[config.mk]
export PLATFORM = sky130hd
export DESIGN_NAME = gcr_six_and_two_sector_decoder_top
export DESIGN_NICKNAME = d
export VERILOG_FILES = /design/src/rtl/core/gcr62_pkg.sv /design/src/rtl/core/gcr62_aux_ram.sv /design/src/rtl/core/gcr_six_and_two_sector_decoder_top.sv
export VERILOG_INCLUDE_DIRS = /design/src /design/src/rtl/core
export SDC_FILE = /design/constraint.sdc
export NUM_CORES = 1
export LEC_CHECK = 0
export BUFFER_PORTS_ARGS = -buffer_cell sky130_fd_sc_hd__clkbuf_2
export CORE_AREA = 2 2 241 243
export DETAILED_ROUTE_END_ITERATION = 8
export DIE_AREA = 0 0 243 245
export REMOVE_ABC_BUFFERS = 1
export SLEW_MARGIN = 20
export SYNTH_ARGS = -nofsm -noshare
export SYNTH_HDL_FRONTEND = slang
export SYNTH_SLANG_ARGS = --single-unit
[constraint.sdc]
create_clock -name clk -period 13.8 [get_ports clk]
set_input_delay 2.76 -clock clk [delete_from_list [all_inputs] [get_ports clk]]
set_output_delay 2.76 -clock clk [all_outputs]
set_load 0.03 [all_outputs]
[src/rtl/core/gcr_six_and_two_sector_decoder_top_macros.svh]
// assertion macros shared by the decoder rtl
`ifndef GCR_SIX_AND_TWO_SECTOR_DECODER_TOP_MACROS_SVH
`define GCR_SIX_AND_TWO_SECTOR_DECODER_TOP_MACROS_SVH

`ifndef SYNTHESIS
`define GCR62_ASSERT(lbl, cond) \
  lbl: assert property (@(posedge clk) disable iff (rst) (cond)) \
    else $error("gcr62 invariant violated");
`define GCR62_ASSERT_NEXT(lbl, ante, cons) \
  lbl: assert property (@(posedge clk) disable iff (rst) (ante) |=> (cons)) \
    else $error("gcr62 sequence violated");
`else
`define GCR62_ASSERT(lbl, cond)
`define GCR62_ASSERT_NEXT(lbl, ante, cons)
`endif

`endif

[src/rtl/core/gcr62_pkg.sv]
package gcr62_pkg;

  localparam int NIB_W     = 8;
  localparam int SIX_W     = 6;
  localparam int POS_W     = 9;
  localparam int IDX_W     = 7;
  localparam int GRP_W     = 2;
  localparam int AUX_COUNT = 86;
  localparam int SUM_POS   = 342;

  // request to the auxiliary store: one address per cycle, write or read
  typedef struct packed {
    logic             we;
    logic             re;
    logic [IDX_W-1:0] addr;
    logic [SIX_W-1:0] wdata;
  } aux_req_t;

  typedef struct packed {
    logic             ok;
    logic [SIX_W-1:0] six;
  } lookup_t;

  // inverse of the 6-and-2 write translate table
  function automatic lookup_t untranslate(input logic [NIB_W-1:0] nib);
    lookup_t r;
    r.ok  = 1'b1;
    r.six = '0;
    case (nib)
      8'h96: r.six = 6'd0;
      8'h97: r.six = 6'd1;
      8'h9a: r.six = 6'd2;
      8'h9b: r.six = 6'd3;
      8'h9d: r.six = 6'd4;
      8'h9e: r.six = 6'd5;
      8'h9f: r.six = 6'd6;
      8'ha6: r.six = 6'd7;
      8'ha7: r.six = 6'd8;
      8'hab: r.six = 6'd9;
      8'hac: r.six = 6'd10;
      8'had: r.six = 6'd11;
      8'hae: r.six = 6'd12;
      8'haf: r.six = 6'd13;
      8'hb2: r.six = 6'd14;
      8'hb3: r.six = 6'd15;
      8'hb4: r.six = 6'd16;
      8'hb5: r.six = 6'd17;
      8'hb6: r.six = 6'd18;
      8'hb7: r.six = 6'd19;
      8'hb9: r.six = 6'd20;
      8'hba: r.six = 6'd21;
      8'hbb: r.six = 6'd22;
      8'hbc: r.six = 6'd23;
      8'hbd: r.six = 6'd24;
      8'hbe: r.six = 6'd25;
      8'hbf: r.six = 6'd26;
      8'hcb: r.six = 6'd27;
      8'hcd: r.six = 6'd28;
      8'hce: r.six = 6'd29;
      8'hcf: r.six = 6'd30;
      8'hd3: r.six = 6'd31;
      8'hd6: r.six = 6'd32;
      8'hd7: r.six = 6'd33;
      8'hd9: r.six = 6'd34;
      8'hda: r.six = 6'd35;
      8'hdb: r.six = 6'd36;
      8'hdc: r.six = 6'd37;
      8'hdd: r.six = 6'd38;
      8'hde: r.six = 6'd39;
      8'hdf: r.six = 6'd40;
      8'he5: r.six = 6'd41;
      8'he6: r.six = 6'd42;
      8'he7: r.six = 6'd43;
      8'he9: r.six = 6'd44;
      8'hea: r.six = 6'd45;
      8'heb: r.six = 6'd46;
      8'hec: r.six = 6'd47;
      8'hed: r.six = 6'd48;
      8'hee: r.six = 6'd49;
      8'hef: r.six = 6'd50;
      8'hf2: r.six = 6'd51;
      8'hf3: r.six = 6'd52;
      8'hf4: r.six = 6'd53;
      8'hf5: r.six = 6'd54;
      8'hf6: r.six = 6'd55;
      8'hf7: r.six = 6'd56;
      8'hf9: r.six = 6'd57;
      8'hfa: r.six = 6'd58;
      8'hfb: r.six = 6'd59;
      8'hfc: r.six = 6'd60;
      8'hfd: r.six = 6'd61;
      8'hfe: r.six = 6'd62;
      8'hff: r.six = 6'd63;
      default: begin
        r.ok  = 1'b0;
        r.six = '0;
      end
    endcase
    return r;
  endfunction

endpackage

[src/rtl/core/gcr62_aux_ram.sv]
module gcr62_aux_ram (
  input  logic                             clk,
  input  gcr62_pkg::aux_req_t              req,
  output logic [gcr62_pkg::SIX_W-1:0]      rdata
);
  import gcr62_pkg::*;

  logic [SIX_W-1:0] mem [AUX_COUNT];

  always_ff @(posedge clk) begin
    if (req.we) begin
      mem[req.addr] <= req.wdata;
    end
    if (req.re) begin
      rdata <= mem[req.addr];
    end
  end

endmodule

[src/rtl/core/gcr_six_and_two_sector_decoder_top.sv]
// channel   | valid     | stall     | fields
// ----------+-----------+-----------+-------------------------------------------------
// input     | in_valid  | in_stall  | nibble
// output    | out_valid | out_stall | data_byte, is_status, sector_good, last_of_sector
//
// one nibble is taken per cycle while in_stall is low; a sector is 343 nibbles and gives 257 results
// a data byte passes from its nibble through stage 1, which holds the aux store read,
// and then through the result register
// no clearing pass after reset; the aux store is always written before it is read
// out_stall reaches in_stall only while both pipeline stages hold a request
`include "gcr_six_and_two_sector_decoder_top_macros.svh"

module gcr_six_and_two_sector_decoder_top (
  input  logic                          clk,
  input  logic                          rst,
  input  logic                          in_valid,
  output logic                          in_stall,
  input  logic [gcr62_pkg::NIB_W-1:0]   nibble,
  output logic                          out_valid,
  input  logic                          out_stall,
  output logic [gcr62_pkg::NIB_W-1:0]   data_byte,
  output logic                          is_status,
  output logic                          sector_good,
  output logic                          last_of_sector
);
  import gcr62_pkg::*;

  localparam logic [POS_W-1:0] POS_AUX_END = POS_W'(AUX_COUNT);
  localparam logic [POS_W-1:0] POS_SUM     = POS_W'(SUM_POS);
  localparam logic [IDX_W-1:0] IDX_LAST    = IDX_W'(AUX_COUNT - 1);

  // sector state
  logic [SIX_W-1:0] running_sum;
  logic [POS_W-1:0] position;
  logic [IDX_W-1:0] aux_index;
  logic [GRP_W-1:0] group_number;
  logic             error_seen;

  // stage 1: request with aux read pending
  logic             s1_valid;
  logic             s1_status;
  logic             s1_good;
  logic [SIX_W-1:0] s1_sum;
  logic [GRP_W-1:0] s1_grp;

  logic             in_accept;
  logic             out_load;
  logic             s1_load;
  lookup_t          lk;
  logic [SIX_W-1:0] sum_next;
  logic             at_sum;
  logic             in_aux;
  logic             idx_wrap;
  aux_req_t         aux_req;
  logic [SIX_W-1:0] aux_rdata;
  logic [1:0]       aux_pair;

  // output register frees when empty or taken; stage 1 moves whenever output can load
  assign out_load  = !out_valid || !out_stall;
  assign s1_load   = !s1_valid || out_load;
  assign in_stall  = !s1_load;
  assign in_accept = in_valid && s1_load;

  // table lookup and checksum chain
  assign lk       = untranslate(nibble);
  assign sum_next = running_sum ^ lk.six;
  assign at_sum   = (position == POS_SUM);
  assign in_aux   = (position < POS_AUX_END);
  assign idx_wrap = (aux_index == IDX_LAST);

  // aux nibbles write their chained value, data nibbles read the group back
  always_comb begin
    aux_req.we    = in_accept && !at_sum && in_aux;
    aux_req.re    = in_accept && !at_sum && !in_aux;
    aux_req.addr  = aux_index;
    aux_req.wdata = sum_next;
  end

  gcr62_aux_ram u_aux_ram (
    .clk   (clk),
    .req   (aux_req),
    .rdata (aux_rdata)
  );

  // sector bookkeeping, advanced once per accepted nibble
  always_ff @(posedge clk) begin
    if (rst) begin
      running_sum  <= '0;
      position     <= '0;
      aux_index    <= '0;
      group_number <= '0;
      error_seen   <= 1'b0;
    end else if (in_accept) begin
      if (at_sum) begin
        // checksum nibble closes the sector
        running_sum  <= '0;
        position     <= '0;
        aux_index    <= '0;
        group_number <= '0;
        error_seen   <= 1'b0;
      end else begin
        running_sum <= sum_next;
        position    <= position + POS_W'(1);
        error_seen  <= error_seen || !lk.ok;
        aux_index   <= idx_wrap ? '0 : aux_index + IDX_W'(1);
        if (!in_aux && idx_wrap) begin
          // next pass over the aux store uses the next bit pair
          group_number <= group_number + GRP_W'(1);
        end
      end
    end
  end

  // stage 1 register: control under reset, payload without reset, loaded on each accepted nibble
  always_ff @(posedge clk) begin
    if (rst) begin
      s1_valid <= 1'b0;
    end else if (s1_load) begin
      s1_valid <= in_accept && (at_sum || !in_aux);
    end
  end

  always_ff @(posedge clk) begin
    if (in_accept) begin
      s1_status <= at_sum;
      s1_good   <= lk.ok && !error_seen && (lk.six == running_sum);
      s1_sum    <= sum_next;
      s1_grp    <= group_number;
    end
  end

  // select the bit pair for this pass
  always_comb begin
    case (s1_grp)
      2'd0:    aux_pair = aux_rdata[1:0];
      2'd1:    aux_pair = aux_rdata[3:2];
      default: aux_pair = aux_rdata[5:4];
    endcase
  end

  // result register
  always_ff @(posedge clk) begin
    if (rst) begin
      out_valid <= 1'b0;
    end else if (out_load) begin
      out_valid <= s1_valid;
    end
  end

  always_ff @(posedge clk) begin
    if (out_load && s1_valid) begin
      if (s1_status) begin
        data_byte      <= '0;
        is_status      <= 1'b1;
        sector_good    <= s1_good;
        last_of_sector <= 1'b1;
      end else begin
        // stored low bits are kept pair swapped
        data_byte      <= {s1_sum, aux_pair[0], aux_pair[1]};
        is_status      <= 1'b0;
        sector_good    <= 1'b0;
        last_of_sector <= 1'b0;
      end
    end
  end

  // input only waits when both stages are full and the output is held
  `GCR62_ASSERT(a_stall_cause, !in_stall || (s1_valid && out_valid && out_stall))
  // position never runs past the checksum nibble
  `GCR62_ASSERT(a_pos_range, (position <= POS_SUM) && (group_number != 2'd3))
  // checksum nibble returns the sector state to zero
  `GCR62_ASSERT_NEXT(a_sector_restart, in_accept && at_sum,
                     (position == '0) && (running_sum == '0) && !error_seen)

endmodule
Yosys cells after proc, flatten, opt, wreduce, memory -nomap -nowiden. Memories as Yosys holds them, arrays and structs flattened. A register that Yosys moved wholly into a read port is not among the register bits. Index checks and enable logic that the tools add are counted.

Multipliers: 0. Shift operators: 0. Bitwise operators: 1. Equality and inequality tests: 68. Magnitude comparators: 1. Div/mod/pow operators: 0. Add/subtract/negate cells: 3. Multiplexer cells: 13. Reductions and logical operators: 25.

Operators by type and width (number): $eq A8 B8 Y1 const B (64); $pmux W6 S63 (1); $reduce_or A64 Y1 (1); $mux W7 (2); $add A9 B1 Y9 const B (1); $eq A9 B9 Y1 const B (1); $logic_and A1 B1 Y1 (9); $lt A9 B7 Y1 const B (1); $mux W9 (1); $logic_not A1 Y1 (8); $add A7 B1 Y7 const B (1); $eq A7 B7 Y1 const B (1); $eq A6 B6 Y1 (1); $mux W6 (1); $xor A6 B6 Y6 (1); $mux W1 (5); $logic_or A1 B1 Y1 (4); $mux W2 (2); $pmux W2 S2 (1); $add A2 B1 Y2 const B (1); $eq A2 B1 Y1 const B (1); $logic_not A2 Y1 (1); $reduce_and A2 Y1 (1); $reduce_bool A2 Y1 (1).

Memories kept: 1. Logic and storage cells: 126. Memory bits (read-only): 0. Latch bits: 0. Bits in writable memories: 516. Input bits: 12. Flip-flop bits (word level): 47.

Memory list: u_aux_ram.mem (depth 86, width 6, read ports 1, clocked after memory_dff 1, write ports 1, RTL line gcr62_aux_ram.sv:8) `logic [SIX_W-1:0] mem [AUX_COUNT];`.

Logic depth before layout (Yosys ltp).
Depth after elaboration: 8. Gate-level depth with buffers: 11.

By module. Synthesis repeated with hierarchy kept, for this count alone.

Cells, all modules: 1429. Area, all modules: 23471.3 µm².

Modules (own cells, without submodules): gcr62_aux_ram (cells each 1112, instances 1, seq. area each 15675.0 µm², area an instance 20613.5 µm²); gcr_six_and_two_sector_decoder_top (cells each 317, instances 1, seq. area each 1141.1 µm², area an instance 2857.7 µm²).

Worst setup path after synthesis. No wires, ideal clock.

Kind: input to register. Start point: in nibble[3] (netlist name). End point: reg s1_sum[3], data pin. Path buffers: 3. Setup time: 718 ps. Data required time: 13082 ps. Data arrival time: 6536 ps. Slack: 6547 ps. Cell stages on the path: 7. Cells stage by stage: buf_2 -> buf_4 -> buf_4 -> o21ai_0 -> a2111o_1 -> o2111a_1 -> xnor2_1.

RTL lines: from (decl) (RTL line gcr_six_and_two_sector_decoder_top.sv:18) `input logic [gcr62_pkg::NIB_W-1:0] nibble,`; to (signal assigned) (RTL line gcr_six_and_two_sector_decoder_top.sv:127) `s1_sum <= sum_next;`; to (decl) (RTL line gcr_six_and_two_sector_decoder_top.sv:43) `logic [SIX_W-1:0] s1_sum;`.

Worst setup path in the final report.
Start point: in out_stall. End point: mem u_aux_ram.mem[35][1] (enable).

Longest elaborated chain between the ends: 8.

Ends and longest elaborated chain: from (decl) (RTL line gcr_six_and_two_sector_decoder_top.sv:20) `input logic out_stall,`; $logic_not A1 Y1 (RTL line gcr_six_and_two_sector_decoder_top.sv:59) `assign out_load = !out_valid || !out_stall;`; $logic_or A1 B1 Y1 (RTL line gcr_six_and_two_sector_decoder_top.sv:59); $logic_or A1 B1 Y1 (RTL line gcr_six_and_two_sector_decoder_top.sv:60) `assign s1_load = !s1_valid || out_load;`; $logic_and A1 B1 Y1 (RTL line gcr_six_and_two_sector_decoder_top.sv:62) `assign in_accept = in_valid && s1_load;`; $logic_and A1 B1 Y1 (2 in a row) (RTL line gcr_six_and_two_sector_decoder_top.sv:73) `aux_req.we = in_accept && !at_sum && in_aux;`; $mux W1 (RTL line gcr62_aux_ram.sv:11) `if (req.we) begin`; $mux W1 (not written as such) (RTL line gcr62_aux_ram.sv:12) `mem[req.addr] <= req.wdata;`; to (decl) (RTL line gcr62_aux_ram.sv:8).

No other way between the ends.

==> flow_summary_export.csv <==
group,metric,value,unit
synth,yosysSeqAreaShare,74.7,%
drt,drc,0,
setup_path,start_kind,"input pin",
grt,grt_pass1_wl,86200,µm
sta,relSlewSlack,26.0,%
clock_tree,postCtsSetupRepairBufs,0,
clock_tree,cts.path.max_buffers,3,
power_and_ir_drop,p_leak,0.00769,µW
sta,worstMarginPinSlew,1.11,ns
sta,setup_tns,0,ns
floorplanning,start_util,39.5,%
setup_path,arrival,6.37,ns
floorplanning,fp.dieW,243,µm
setup_path,path_delay_family,"simple AND/OR/NAND/NOR gates",
sta,setup_violations,0,
sta,drv_slew,0,
setup_path,crit_type,"in2reg",
placed_design,port_buffers,24,
run_status,status,"completed",
drt,wirelength,58400,µm
grt,overflow,0,
clock_tree,htreeDepth,2,
clock_tree,root_buffer,"clkbuf_16",
sta,hold_viol,0,
floorplanning,ioPinCount,25,
setup_path,worst-path-buf-inv,2,
synth,netlist_area,22500,µm²
placed_design,hpwl,33100,µm
drt,antenna_left,0,
sta,fmax,162,MHz
clock_tree,holdBufCountCts,0,
clock_tree,insertion_delay,0.59,ns
power_and_ir_drop,ir_drop,0.119,mV
sta,rsz0062_at_grt,"false",
run,drv_cap,0,
drt,vias,13700,
placed_design,place.gp.congestion,0.893,
grt,grt_start_max_net_pins,75,
synth,synth-async-reset-ratio,0,%
clock_tree,cts.clk_slew.worst_paths,0.06,ns
cells_and_area,syn_to_final_growth,10.8,%
sta,min_period_over_period,44.6,%
synth,synth.avg_cell_area,15.3,µm²
synth,synth_seq_cells,569,
floorplanning,fp-row-count,88,
cells_and_area,drive_above_1_share,10.2,%
drt,dr.pass1.iters,5,
power_and_ir_drop,power,3510,µW
cells_and_area,nFillCells,5078,
synth,synth_warnings,0,
setup_path,path_max_fanout,22,
grt,grt_usage,19.2,%
grt,antenna_found_initial,0,
synth,synth_ff_type,"edfxtp_1",
floorplanning,die_y,245,µm
setup_path,crit_required,14.02,ns
setup_path,crit_slowest_cell,"nand2_1",
floorplanning,core-area,57000,µm²
synth,synth_cell_types,80,
cells_and_area,final_cell_mix,"542 x edfxtp_1, 197 x a22oi_1, 149 x nor2_1, 57 x nand2_1, 54 x clkbuf_16",
cells_and_area,nets,1483,
hold_path,hp-class,"reg2reg",
cells_and_area,finish.utilization,43.7,%
setup_path,cp-end-kind,"flop",
power_and_ir_drop,power_density,141,nW/µm²
cells_and_area,final_common_cell,"edfxtp_1",
clock_tree,post_cts_resized,0,
setup_path,slowest_delay,0.82,ns
drt,wl_per_cell,25.7,µm
clock_tree,clock-sinks,569,
drt,drt_iter0_markers,1649,
setup_path,cp_common_cell,"nand2_1",
grt,grt_pass1_vias,13200,
cells_and_area,fin_cells,2270,
sta,clock_skew,0.0282,ns
sta,whs,0.463,ns
synth,syn_inst,1469,
synth,synth_edf_count,542,
drt,drt-vias-per-instance,6.05,
setup_path,crit_chain,"clkbuf_2 -> nand3_1 -> nand2_1 -> inv_1 -> nand2_1 -> nor2_1 -> nand2_1 -> nor2_1",
floorplanning,die-area,59500,µm²
placed_design,dpl.cell_count,2177,
cells_and_area,antenna_cells,0,
clock_tree,cts_buffers,53,
clock_tree,cts_tree,"yes",
sta,finalCriticalPeriod,6.15,ns
==> state kept, by name (all words and copies together), names as in the netlist <==
| signal | cells |
|---|---|
| u_aux_ram.mem | 516 |
| position | 9 |
| data_byte | 8 |
| aux_index | 7 |
| running_sum | 6 |
| s1_sum | 6 |
| u_aux_ram.rdata | 6 |
| group_number | 2 |
| s1_grp | 2 |
| error_seen | 1 |
| last_of_sector | 1 |
| out_valid | 1 |
| s1_good | 1 |
| s1_status | 1 |
| s1_valid | 1 |
| sector_good | 1 |
==> logic make-up (layout without fill, tap and decap cells) <==
family / Yosys count / in the layout / share of synthesized area (%)
muxes: 16 / 16 / 0.973
adders and majority gates: 6 / 6 / 0.311
AOI/OAI and AO/OA: 393 / 393 / 13.0
DFF: 569 / 569 / 74.7
and+or+nand+nor: 357 / 357 / 8.15
xor gates and xnor gates: 14 / 14 / 0.578
buffers and inverters: 114 / 150 / 2.25
==> through the flow <==
step / setup WS, ns / cell area [µm²]
final: 7.65 / 24900
after global routing: 7.35 / 24900
after CTS: 7.75 / 24900
after detailed placement: 7.12 / 23400
after global placement: 7.27 / 23400
after floorplan: 6.97 / 22000
==> layer usage <==
layer | part of all wire (%) | routed length (µm) | vias up | GRT usage (%)
li1 | - | - | 5919 | -
met1 | 42 | 24700 | 6931 | 27.7
met2 | 46 | 26900 | 781 | 30.2
met3 | 9.3 | 5410 | 94 | 3.83
met4 | 2.2 | 1290 | 0 | 4.64
met5 | 0 | 0 | - | 0
==> final timing paths <==
| path | startpoint | end | slack (ns) | depth (start not counted) |
|---|---|---|---|---|
| max | out_stall | u_aux_ram.mem[35][1]$_DFFE_PP_ | 7.65 | 8 |
| min | group_number[1]$_SDFFE_PP0P_ | s1_grp[1]$_DFFE_PP_ | 0.46 | 0 |
| max reg2reg | out_valid$_SDFFE_PP0P_ | u_aux_ram.mem[35][1]$_DFFE_PP_ | 9.61 | 7 |
| min reg2reg | group_number[1]$_SDFFE_PP0P_ | s1_grp[1]$_DFFE_PP_ | 0.46 | 0 |
==> power by group <==
group          leakage (µW)  switching, µW  internal, µW
Sequential          0.00525           5.23          1940
Combinational       0.00168            171          49.1
Clock              0.000755            606           734
Total               0.00769            782          2720
==> cell type report <==
type / instances / area, µm² / area share [%]
Clock inverter: 24 / 151 / 0.607
Multi-Input combinational cell: 786 / 5290 / 21.2
Sequential cell: 569 / 16800 / 67.4
Inverter: 12 / 45.0 / 0.181
Clock buffer: 69 / 1410 / 5.64
Timing Repair Buffer: 45 / 278 / 1.11
Tap cell: 765 / 957 / 3.84
==> Yosys cell counts (5+ instances only) <==
master | n | share of area (%)
a211oi_1 | 10 | 0.33
a21oi_1 | 36 | 0.80
a221oi_1 | 25 | 0.97
a22o_1 | 25 | 0.97
a22oi_1 | 197 | 6.6
a311o_1 | 5 | 0.22
a311oi_1 | 5 | 0.19
a31oi_1 | 6 | 0.17
a41oi_1 | 9 | 0.35
and2_1 | 5 | 0.14
and3_1 | 6 | 0.17
buf_1 | 11 | 0.18
buf_2 | 32 | 0.71
buf_4 | 6 | 0.20
clkbuf_1 | 51 | 0.85
dfxtp_1 | 27 | 2.4
edfxtp_1 | 542 | 72
inv_1 | 11 | 0.18
mux2_2 | 7 | 0.35
mux2i_1 | 5 | 0.22
nand2_1 | 57 | 0.95
nand2b_1 | 11 | 0.31
nand3_1 | 18 | 0.40
nand3b_1 | 5 | 0.17
nand4_1 | 47 | 1.3
nand4bb_1 | 5 | 0.25
nor2_1 | 149 | 2.5
nor2b_1 | 10 | 0.28
nor3_1 | 9 | 0.20
o211ai_1 | 5 | 0.17
o21ai_0 | 24 | 0.53
o221ai_1 | 6 | 0.23
o22ai_1 | 7 | 0.19
xor2_1 | 9 | 0.35
Power figures use the tool's default switching activity.
